## config.mk

```make
export PLATFORM = sky130hd
export DESIGN_NAME = tdf_compare
export DESIGN_NICKNAME = d
export VERILOG_FILES = /design/src/rtl/core/tdf_pkg.sv /design/src/rtl/core/tdf_compare.sv
export SDC_FILE = /design/constraint.sdc
export NUM_CORES = 1
export LEC_CHECK = 0
export BUFFER_PORTS_ARGS = -buffer_cell sky130_fd_sc_hd__buf_2
export CORE_AREA = 10 10 147 149
export DETAILED_ROUTE_END_ITERATION = 6
export DIE_AREA = 0 0 157 159
export MAX_ROUTING_LAYER = met4
export SYNTH_ARGS = -nofsm -noshare
export SYNTH_HDL_FRONTEND = slang
export SYNTH_SLANG_ARGS = --single-unit
export TNS_END_PERCENT = 50
```

## constraint.sdc

```tcl
create_clock -name vclk -period 6.6
set_input_delay 0.66 -clock vclk [all_inputs]
set_output_delay 0.66 -clock vclk [all_outputs]
set_load 0.02 [all_outputs]
```

## src/rtl/core/tdf_pkg.sv

```systemverilog
// ----------------------------------------------------------------------------
// tdf_pkg
// Shared types and constants of the track duplicate filter: field widths,
// the stored track record, the window register set and the sequencer codes.
// ----------------------------------------------------------------------------
package tdf_pkg;

  // Candidate field widths (two's complement)
  localparam int CURV_W = 20;
  localparam int PHI_W  = 18;
  localparam int ETA_W  = 15;
  localparam int Z_W    = 16;

  // Window register widths (unsigned)
  localparam int CURV_WIN_W = 19;
  localparam int PHI_WIN_W  = 17;
  localparam int ETA_WIN_W  = 14;
  localparam int Z_WIN_W    = 15;

  // Configuration port and result widths
  localparam int CFG_IDX_W  = 2;
  localparam int CFG_DATA_W = 19;
  localparam int MATCH_W    = 6;

  // Window reset values
  localparam logic [CURV_WIN_W-1:0] CURV_WIN_RST = CURV_WIN_W'(102);
  localparam logic [PHI_WIN_W-1:0]  PHI_WIN_RST  = PHI_WIN_W'(82);
  localparam logic [ETA_WIN_W-1:0]  ETA_WIN_RST  = ETA_WIN_W'(82);
  localparam logic [Z_WIN_W-1:0]    Z_WIN_RST    = Z_WIN_W'(307);

  // One kept track as stored in the table
  typedef struct packed {
    logic signed [CURV_W-1:0] curvature;
    logic signed [PHI_W-1:0]  phi_angle;
    logic signed [ETA_W-1:0]  pseudorapidity;
    logic signed [Z_W-1:0]    z_origin;
  } track_t;

  // Duplicate windows
  typedef struct packed {
    logic [CURV_WIN_W-1:0] curvature;
    logic [PHI_WIN_W-1:0]  phi_angle;
    logic [ETA_WIN_W-1:0]  pseudorapidity;
    logic [Z_WIN_W-1:0]    z_origin;
  } windows_t;

  // Configuration register indexes
  typedef enum logic [CFG_IDX_W-1:0] {
    CFG_CURV_WIN = 2'd0,
    CFG_PHI_WIN  = 2'd1,
    CFG_ETA_WIN  = 2'd2,
    CFG_Z_WIN    = 2'd3
  } cfg_reg_t;

  // Sequencer states
  typedef enum logic [1:0] {
    ST_IDLE   = 2'd0,
    ST_SCAN   = 2'd1,
    ST_FINISH = 2'd2
  } tdf_state_t;

endpackage

```

## src/rtl/core/tdf_compare.sv

```systemverilog
// ----------------------------------------------------------------------------
// tdf_compare
// Duplicate test of a candidate against one stored track: all four absolute
// differences, formed at full width, must lie strictly below their windows.
// ----------------------------------------------------------------------------
module tdf_compare (
  input  tdf_pkg::track_t   cand,
  input  tdf_pkg::track_t   stored,
  input  tdf_pkg::windows_t win,
  output logic              match
);
  import tdf_pkg::*;

  logic signed [CURV_W:0] curv_diff;
  logic signed [PHI_W:0]  phi_diff;
  logic signed [ETA_W:0]  eta_diff;
  logic signed [Z_W:0]    z_diff;
  logic        [CURV_W:0] curv_abs;
  logic        [PHI_W:0]  phi_abs;
  logic        [ETA_W:0]  eta_abs;
  logic        [Z_W:0]    z_abs;
  logic                   curv_ok;
  logic                   phi_ok;
  logic                   eta_ok;
  logic                   z_ok;

  // Differences one bit wider than the fields, so they never wrap
  assign curv_diff = {cand.curvature[CURV_W-1], cand.curvature}
                   - {stored.curvature[CURV_W-1], stored.curvature};
  assign phi_diff  = {cand.phi_angle[PHI_W-1], cand.phi_angle}
                   - {stored.phi_angle[PHI_W-1], stored.phi_angle};
  assign eta_diff  = {cand.pseudorapidity[ETA_W-1], cand.pseudorapidity}
                   - {stored.pseudorapidity[ETA_W-1], stored.pseudorapidity};
  assign z_diff    = {cand.z_origin[Z_W-1], cand.z_origin}
                   - {stored.z_origin[Z_W-1], stored.z_origin};

  // Magnitudes read as unsigned, so the most negative difference stays exact
  assign curv_abs = curv_diff[CURV_W] ? -curv_diff : curv_diff;
  assign phi_abs  = phi_diff[PHI_W]   ? -phi_diff  : phi_diff;
  assign eta_abs  = eta_diff[ETA_W]   ? -eta_diff  : eta_diff;
  assign z_abs    = z_diff[Z_W]       ? -z_diff    : z_diff;

  // Strict compare against the windows
  assign curv_ok = curv_abs < (CURV_W+1)'(win.curvature);
  assign phi_ok  = phi_abs  < (PHI_W+1)'(win.phi_angle);
  assign eta_ok  = eta_abs  < (ETA_W+1)'(win.pseudorapidity);
  assign z_ok    = z_abs    < (Z_W+1)'(win.z_origin);

  assign match = curv_ok && phi_ok && eta_ok && z_ok;

endmodule

```

==> run metrics, run 1 <==
Synth-to-Final Area Change=22.71%; Antenna Nets Post-Route=0; antenna violations before repair=3; Initial Util=34.75%; post-route clock period utilization=between 90% and 100%; Hold Vio Cnt, Final=0; wire length per cell=around 13 um; gpl congestion=around 0.86; outcome=completed; DIE AREA=approximately 25,000 um^2; global-route wire length before repair=around 31 mm; endpoints failing setup=0; largest net degree at the start of global routing=13; final non-filler cell total=between 1k and 1.5k; Cells after Synth=around 940; number of distinct library cells after synthesis=73; worst path arrival time=~5500 ps; Post-CTS Hold Fix Bufs=0; Crit. End Element=output port; Final HPWL DP=16.79 mm; share of cells above drive strength 1=22.50%; Max Clk Rate=between 150 and 200 MHz; FP Rows=50; multi-input combinational cell area=~6000 um^2; Yosys warnings=0; Slowest cell on crit path=a2111oi_1; Cell Area, Synth=roughly 6500 um^2; Setup crit start=cand[0]; drt pass-1 iters=4; CP dominant cell by count=buf_4; via/cell ratio=4.970; leakage=roughly 4.2 nW; Residual DRC=0; Startpoint Class=input pin; Critical Path Fanout Max=7; slew margin rel.=between 50% and 60%; Setup TNS=0 ps; Worst-Margin Slew=687.5 ps; grt ovf=0; final core occ=between 40% and 50%; net count after synthesis=~1.3k; P per Cell Area=126.6 nW/um^2; MaxCap Viol Count=0; Critical Path RT=between 5000 and 6000 ps; Slew Limit Fails=0; fin worst setup slack=roughly 430 ps; pre-CTS setup slack=between 150 and 200 ps; core area=approximately 19,000 um^2; worst min path class=in -> out; sequential cell area=0 um^2; Ports=between 200 and 250; Placed Instances=1,383; min-delay src=cand[48]; max incr delay on CP=between 500 and 600 ps; critical path type=in -> out; Peak VDD IR=0.00004127 V; number of DRC markers in iteration 0=~220; sequential share of the synthesized area=0%; Syn Area/Cell=6.841 um^2; total vias in the final route=just under 7k; Fillers=between 1.5k and 2k; port bufs=between 200 and 250; Die W=between 150 and 200 um; CP endpoint=match; clock buf count=0; WL final=approximately 19 mm; num sequential=0; nets@finish=around 1.5k; min cycle time layout=between 6000 and 7000 ps; vias in the first global route=6,878; die height=around 160 um; GRT Overall Usage=between 10% and 20%
==> power by group <==
| part | total, W | internal, W | leakage, nW | switching, W |
|---|---|---|---|---|
| combinational | 0.00100 | 0.000460 | 4.20 | 0.000544 |
| sequential | 0 | 0 | 0 | 0 |
| clock | 0.0000000000608 | 0.0000000000608 | 0.0000190 | 0 |
| total | 0.00100 | 0.000460 | 4.20 | 0.000544 |
==> worst max-delay path: cells and delay by family <==
kind                     cells  cell delay (ps)
AO/OA/AOI/OAI               11             2580
adder cells (fa/ha/maj)      3              810
XOR/XNOR                     1              170
AND/OR/NAND/NOR              4              560
buffers and inverters        6              740
==> kinds of logic (layout without fill, tap and decap cells) <==
logic type | Yosys count | in the layout | share of synthesized area, %
buf+inv | 164 | 371 | 9.649
simple gates | 270 | 270 | 20.97
other cells | 0 | 3 | 0
fa+ha+maj | 138 | 138 | 27.20
xor+xnor | 107 | 107 | 14.80
compound gates | 259 | 259 | 26.41
mux | 6 | 6 | 0.9688
==> final cells by class <==
| class | count | area share (%) |
|---|---|---|
| Timing Repair Buffer | 216 | 14.05 |
| Inverter | 155 | 7.342 |
| Tap cell | 234 | 3.695 |
| Antenna cell | 3 | 0.09474 |
| Multi-Input combinational cell | 780 | 74.81 |
==> synth_stat cells, types with 4 or more instances <==
cell type    n  share of area [%]
a31o_2       6               0.81
xnor2_1     66                9.0
o21ai_0     50                3.9
or3_1        8               0.78
a31oi_1     16                1.6
o21a_1      15                1.7
nor2b_1     12                1.2
and3_1       8               0.78
clkbuf_1     7               0.41
a211oi_1     9                1.0
fa_1         4                1.2
or2_2        6               0.58
o21bai_1     5               0.58
a41oi_1      5               0.68
a211o_1      4               0.54
nand2_1     80                4.7
nor2_1      63                3.7
nand3b_1     6               0.70
nand4_1     13                1.3
o31a_1       6               0.81
o211ai_1     9                1.0
nor3_1      19                1.5
a21oi_1     71                5.5
o31ai_1      9                1.0
nand3_1     17                1.3
o2111ai_1    6               0.81
nand2b_1    12                1.2
mux2i_1      4               0.62
ha_1       134                 26
nor4_1       8               0.78
xor2_1      40                5.4
inv_1      155                9.0
a21o_1      19                2.2
==> timing repair <==
action                                  4_1_cts  5_1_grt
buffers inserted                              0        2
gates resized for setup                       0       24
endpoints found under the hold margin         0        0
endpoints found under the setup margin        0        1
==> per-stage QoR <==
stage          cell area, um^2  total power (W)  hold slack, ps
2_1_floorplan             6457        0.0007452            1797
3_3_place_gp              7805        0.0009792            2137
3_5_place_dp              7805        0.0009885            2139
4_1_cts                   7805        0.0009968            2151
5_1_grt                   7924         0.001157            2267
6_report                  7924         0.001003            2164
==> placed cells by master, fill, tap and decap left out, types with 9 or more instances in the layout <==
cell type  Yosys  routed
xor2_1        40      40
o21ai_0       50      46
nand2_1       80      80
nor2_1        63      63
nand4_1       13      13
o21a_1        15      15
buf_2          0     203
ha_1         134     134
nor3_1        19      18
buf_4          2      13
o211ai_1       9       9
a21o_1        19      19
xnor2_1       66      63
nor2b_1       12      11
nand2b_1      12      12
a21oi_1       71      71
nand3_1       17      17
a31oi_1       16      16
inv_1        155     155
==> per-layer routing <==
| metal | vias to the layer above | share of wire, % | track usage (%) |
|---|---|---|---|
| li1 | 3765 | - | - |
| met1 | 2999 | 49 | 19.17 |
| met2 | 135 | 46 | 24.31 |
| met3 | 0 | 4.3 | 1.457 |
| met4 | 0 | 0 | 0 |
| met5 | - | 0 | - |
==> how the worst min path moves through the flow <==
stage | to | cells after the start
floorplan | match | 6
global placement | match | 6
detailed placement | match | 6
CTS | match | 6
global route | match | 6
finish | match | 6
(Power assumes the default switching activity.)
==> inputs of run 2 (changes only) <==
BUFFER_PORTS_ARGS = -buffer_cell sky130_fd_sc_hd__buf_4   (was -buffer_cell sky130_fd_sc_hd__buf_2)
CORE_AREA = 10 10 131 133   (was 10 10 147 149)
DIE_AREA = 0 0 141 143   (was 0 0 157 159)
PLACE_DENSITY = 0.71   (was default)
==> run metrics, run 2 (synthesis gave the netlist of run 1 again) <==
worst min path class=in -> out; Die W=141 um (-10%); WL final=17.70 mm (-4.9%); Post-CTS Hold Fix Bufs=0 (unchanged); Critical Path RT=5940 ps (about the same); Setup TNS=0 ps (unchanged); slew margin rel.=56.61% (+2.7 points); total vias in the final route=6,969 (+1.0%); share of cells above drive strength 1=21.53% (-0.97 points); most common cell after layout, fill and taps aside=buf_4; via/cell ratio=5.236 (+5.3%); diodes inserted=0 (-3); GRT Overall Usage=16.88% (+2.5 points); clock buf count=0 (unchanged); die height=143 um (-10%); Startpoint Class=input pin; antenna violations before repair=0 (-3); global-route wire length before repair=29.57 mm (-4.7%); Residual DRC=0 (unchanged); drt pass-1 iters=5 (+1); FP Rows=44 (-12%); Crit. End Element=output port; endpoints failing setup=0 (unchanged); P per Cell Area=122.2 nW/um^2 (-3.5%); largest net degree at the start of global routing=13 (unchanged); hold depth=8 (+2); Fillers=1,451 (-27%); Synth-to-Final Area Change=28.33%; num sequential=0 (unchanged); critical path type=in -> out; pre-CTS setup slack=165.9 ps (-0.2980 ps); Worst-Margin Slew=647.8 ps (-39.67 ps); number of DRC markers in iteration 0=225 (+4.7%); leakage=4.345 nW (+3.4%); port bufs=204 (unchanged); Critical Path Fanout Max=4 (-3); Final HPWL DP=16.05 mm (-4.4%); gpl congestion=0.8738 (+2.1%); grt ovf=0 (unchanged); Hold Vio Cnt, Final=0 (unchanged); DIE AREA=20,160 um^2 (-19%); total power=0.001013 W (+0.92%); Antenna Nets Post-Route=0 (unchanged); Max Clk Rate=164.4 MHz (+1.4%); nets@finish=1,490 (-0.27%); Ports=204 (unchanged); core area=14,420 um^2 (-22%); most frequent cells in the layout=buf_4, inv_1, ha_1, nand2_1, a21oi_1; unrepaired setup endpoints after global routing=no; post-route clock period utilization=92.18% (-1.3 points); Slew Limit Fails=0 (unchanged); wire length per cell=13.30 um (-0.81%); sequential cell area=0 um^2 (unchanged); Peak VDD IR=0.00005190 V (+26%); worst path arrival time=5420 ps (-90 ps); min cycle time layout=6084 ps (-88.13 ps); outcome=completed; fin worst setup slack=516.2 ps (+88.13 ps); MaxCap Viol Count=0 (unchanged); vias in the first global route=6,716 (-2.4%); Initial Util=44.77% (+10 points)
[run 2: cell types whose count changed in the layout (fill, tap and decap cells not counted), sizes merged]
cell,delta
buf,-4
diode,-3
[run 2: critical path, stage by stage]
cell and delay (ps):
buf_4 110, inv_1 40, ha_1 160, inv_1 60, fa_1 390, a21o_1 180, nand4_1 110, nand2_1 90
xor2_1 170, nor4_1 290, buf_4 180, nand4_1 120, or3_1 450, nor2_1 160, a31oi_1 120, xnor2_1 150
ha_1 300, a221oi_1 270, o2111ai_1 140, a21oi_1 140, o221ai_1 120, a21oi_1 160, nand3_1 90, a2111o_1 320
nor4_2 230, buf_4 200
[run 2: repair_timing]
action,4_1_cts,5_1_grt
buffers inserted,0,3
endpoints found under the setup margin,0,1
resized for setup,0,11
[run 2: cell type report]
class	instances	area (um^2)	area share, %
Multi-Input combinational cell	780	5883	70.99
Timing Repair Buffer	212	1592	19.21
Inverter	155	581.8	7.021
Tap cell	184	230.2	2.778
[run 2: power breakdown]
group,leakage (nW),switching (W),internal (W)
Sequential,0,0,0
Combinational,4.35,0.000530,0.000482
Clock,0,0,0
[run 2: layer usage]
metal	global-route usage, %	vias to the layer above	wire [um]
li1	-	3749	-
met5	-	-	0
met2	29.93	148	8560
met4	0.05435	0	0
met1	21.57	3072	8509
met3	1.526	0	630
[run 2: per-stage QoR]
step	area, um^2	std cells	hold slack, ps	utilization (%)
floorplan	6457	944	1797	-
global placement	8215	1328	2126	56.96
detailed placement	8215	1328	2154	56.96
CTS	8215	1328	2161	56.96
global route	8287	1331	2207	57.45
finish	8287	1331	2150	57.45
[run 2: worst paths after layout]
check                 startpoint     to
worst max-delay path     cand[0]  match
worst min-delay path     win[41]  match
==> inputs of run 3 (changes only) <==
CAP_MARGIN = 40   (was default)
CELL_PAD_IN_SITES_DETAIL_PLACEMENT = 1   (was default)
CELL_PAD_IN_SITES_GLOBAL_PLACEMENT = 2   (was default)
CORE_AREA = 5 5 156 158   (was 10 10 131 133)
DIE_AREA = 0 0 161 163   (was 0 0 141 143)
PLACE_DENSITY = default   (was 0.71)
PLACE_DENSITY_LB_ADDON = 0.1   (was default)
==> run metrics, run 3 (synthesis gave the netlist of run 1 again) <==
outcome=completed; largest net degree at the start of global routing=13 (unchanged); Residual DRC=0 (unchanged); Startpoint Class=input pin; most frequent cells in the layout=buf_4, inv_1, ha_1, nand2_1, a21oi_1; max incr delay on CP=450 ps (about the same); Placed Instances=1,438 (+8.3%); unrepaired setup endpoints after global routing=no; CP dominant cell by count=a21oi_1; grt ovf=0 (unchanged); via/cell ratio=4.900 (-6.4%); Crit. End Element=output port; slew margin rel.=55.38% (-1.2 points); WL final=20.06 mm (+13%); Crit path max-delay family=compound AO/OA/AOI/OAI gates; final core occ=36.80% (-21 points); Initial Util=28.10% (-17 points); GRT Overall Usage=14.97% (-1.9 points); Synth-to-Final Area Change=30.96%; total vias in the final route=7,076 (+1.5%); wire length per cell=13.89 um (+4.5%); most common cell after layout, fill and taps aside=buf_4; worst hold slack=2149 ps (-1.070 ps); DIE AREA=26,240 um^2 (+30%); Final HPWL DP=18.36 mm (+14%); clock buf count=0 (unchanged); sequential cell area=0 um^2 (unchanged); nets@finish=1,494 (+0.27%); number of DRC markers in iteration 0=176 (-22%); leakage=4.369 nW (+0.53%); vias in the first global route=7,319 (+9.0%); Ports=204 (unchanged); P per Cell Area=123.0 nW/um^2 (+0.65%); CP endpoint=match; Slowest cell on crit path=or4_4; Worst path depth=25 (-3.8%); critical path type=in -> out; Setup crit start=cand[16]; worst min path class=in -> out; antenna violations before repair=1 (+1); post-route clock period utilization=92.19% (about the same); worst path arrival time=5420 ps (about the same); endpoints failing setup=0 (unchanged); final non-filler cell total=1,444 (+8.5%); num sequential=0 (unchanged); drt pass-1 iters=4 (-1); core area=22,980 um^2 (+59%); Critical Path RT=5940 ps (about the same); Hold Vio Cnt, Final=0 (unchanged); Slew Limit Fails=0 (unchanged); Max Clk Rate=164.3 MHz (about the same); Die W=161 um (+14%); total power=0.001040 W (+2.7%); die height=163 um (+14%); MaxCap Viol Count=0 (unchanged); Peak VDD IR=0.00003575 V (-31%); Worst-Margin Slew=666.2 ps (+18.44 ps); FP Rows=56 (+27%); gpl congestion=0.8064 (-7.7%); global-route wire length before repair=33.31 mm (+13%); Critical Path Fanout Max=3 (-1); Antenna Nets Post-Route=0 (unchanged); Setup TNS=0 ps (unchanged); share of cells above drive strength 1=21.89% (+0.36 points); port bufs=204 (unchanged); Post-CTS Hold Fix Bufs=0 (unchanged); Buf/Inv on CP=4 (-1); min cycle time layout=6085 ps (+1.042 ps)
-- run 3: timing repair --
item                                    4_1_cts  5_1_grt
setup buffers                                 0        3
gates resized for setup                       0       13
endpoints found under the setup margin        0        1
-- run 3: how the worst min path moves through the flow --
stage	startpoint	end	cells past startpoint
2_1_floorplan	win[57]	match	6
3_3_place_gp	cand[48]	match	6
3_5_place_dp	cand[48]	match	6
4_1_cts	cand[48]	match	6
5_1_grt	win[57]	match	8
6_report	win[57]	match	8
-- run 3: area by class of cell --
class,count,area (um^2)
multi-input cells,780,5883
fillers,2973,14530
well taps,290,362.8
repair buffers,216,1622
inverters,155,581.8
diodes,3,7.507
-- run 3: layer usage --
layer	vias to the layer above	share of wire, %	global-route usage, %	routed length, um
li1	3761	-	-	-
met1	3204	48	19.32	9573
met2	111	49	27.24	9835
met3	0	3.2	1.139	651
met4	0	0	0.3490	0
met5	-	0	-	0
-- run 3: where the power goes --
| group | switching, W | internal [W] |
|---|---|---|
| Sequential | 0 | 0 |
| Combinational | 0.000552 | 0.000488 |
| Clock | 0 | 0.0000000000610 |
-- run 3: worst min-delay path, cell delays in order --
cell	delay [ps]
buf_4	110
inv_1	40
ha_1	130
a41oi_1	110
nand3_1	110
a2111o_1	120
nor4_2	50
buf_4	150
-- run 3: per-stage QoR --
stage,area (um^2),setup slack [ps]
floorplan,6457,752.2
global placement,8378,465.6
detailed placement,8378,281.0
CTS,8378,266.3
global route,8452,7.383
finish,8457,515.2
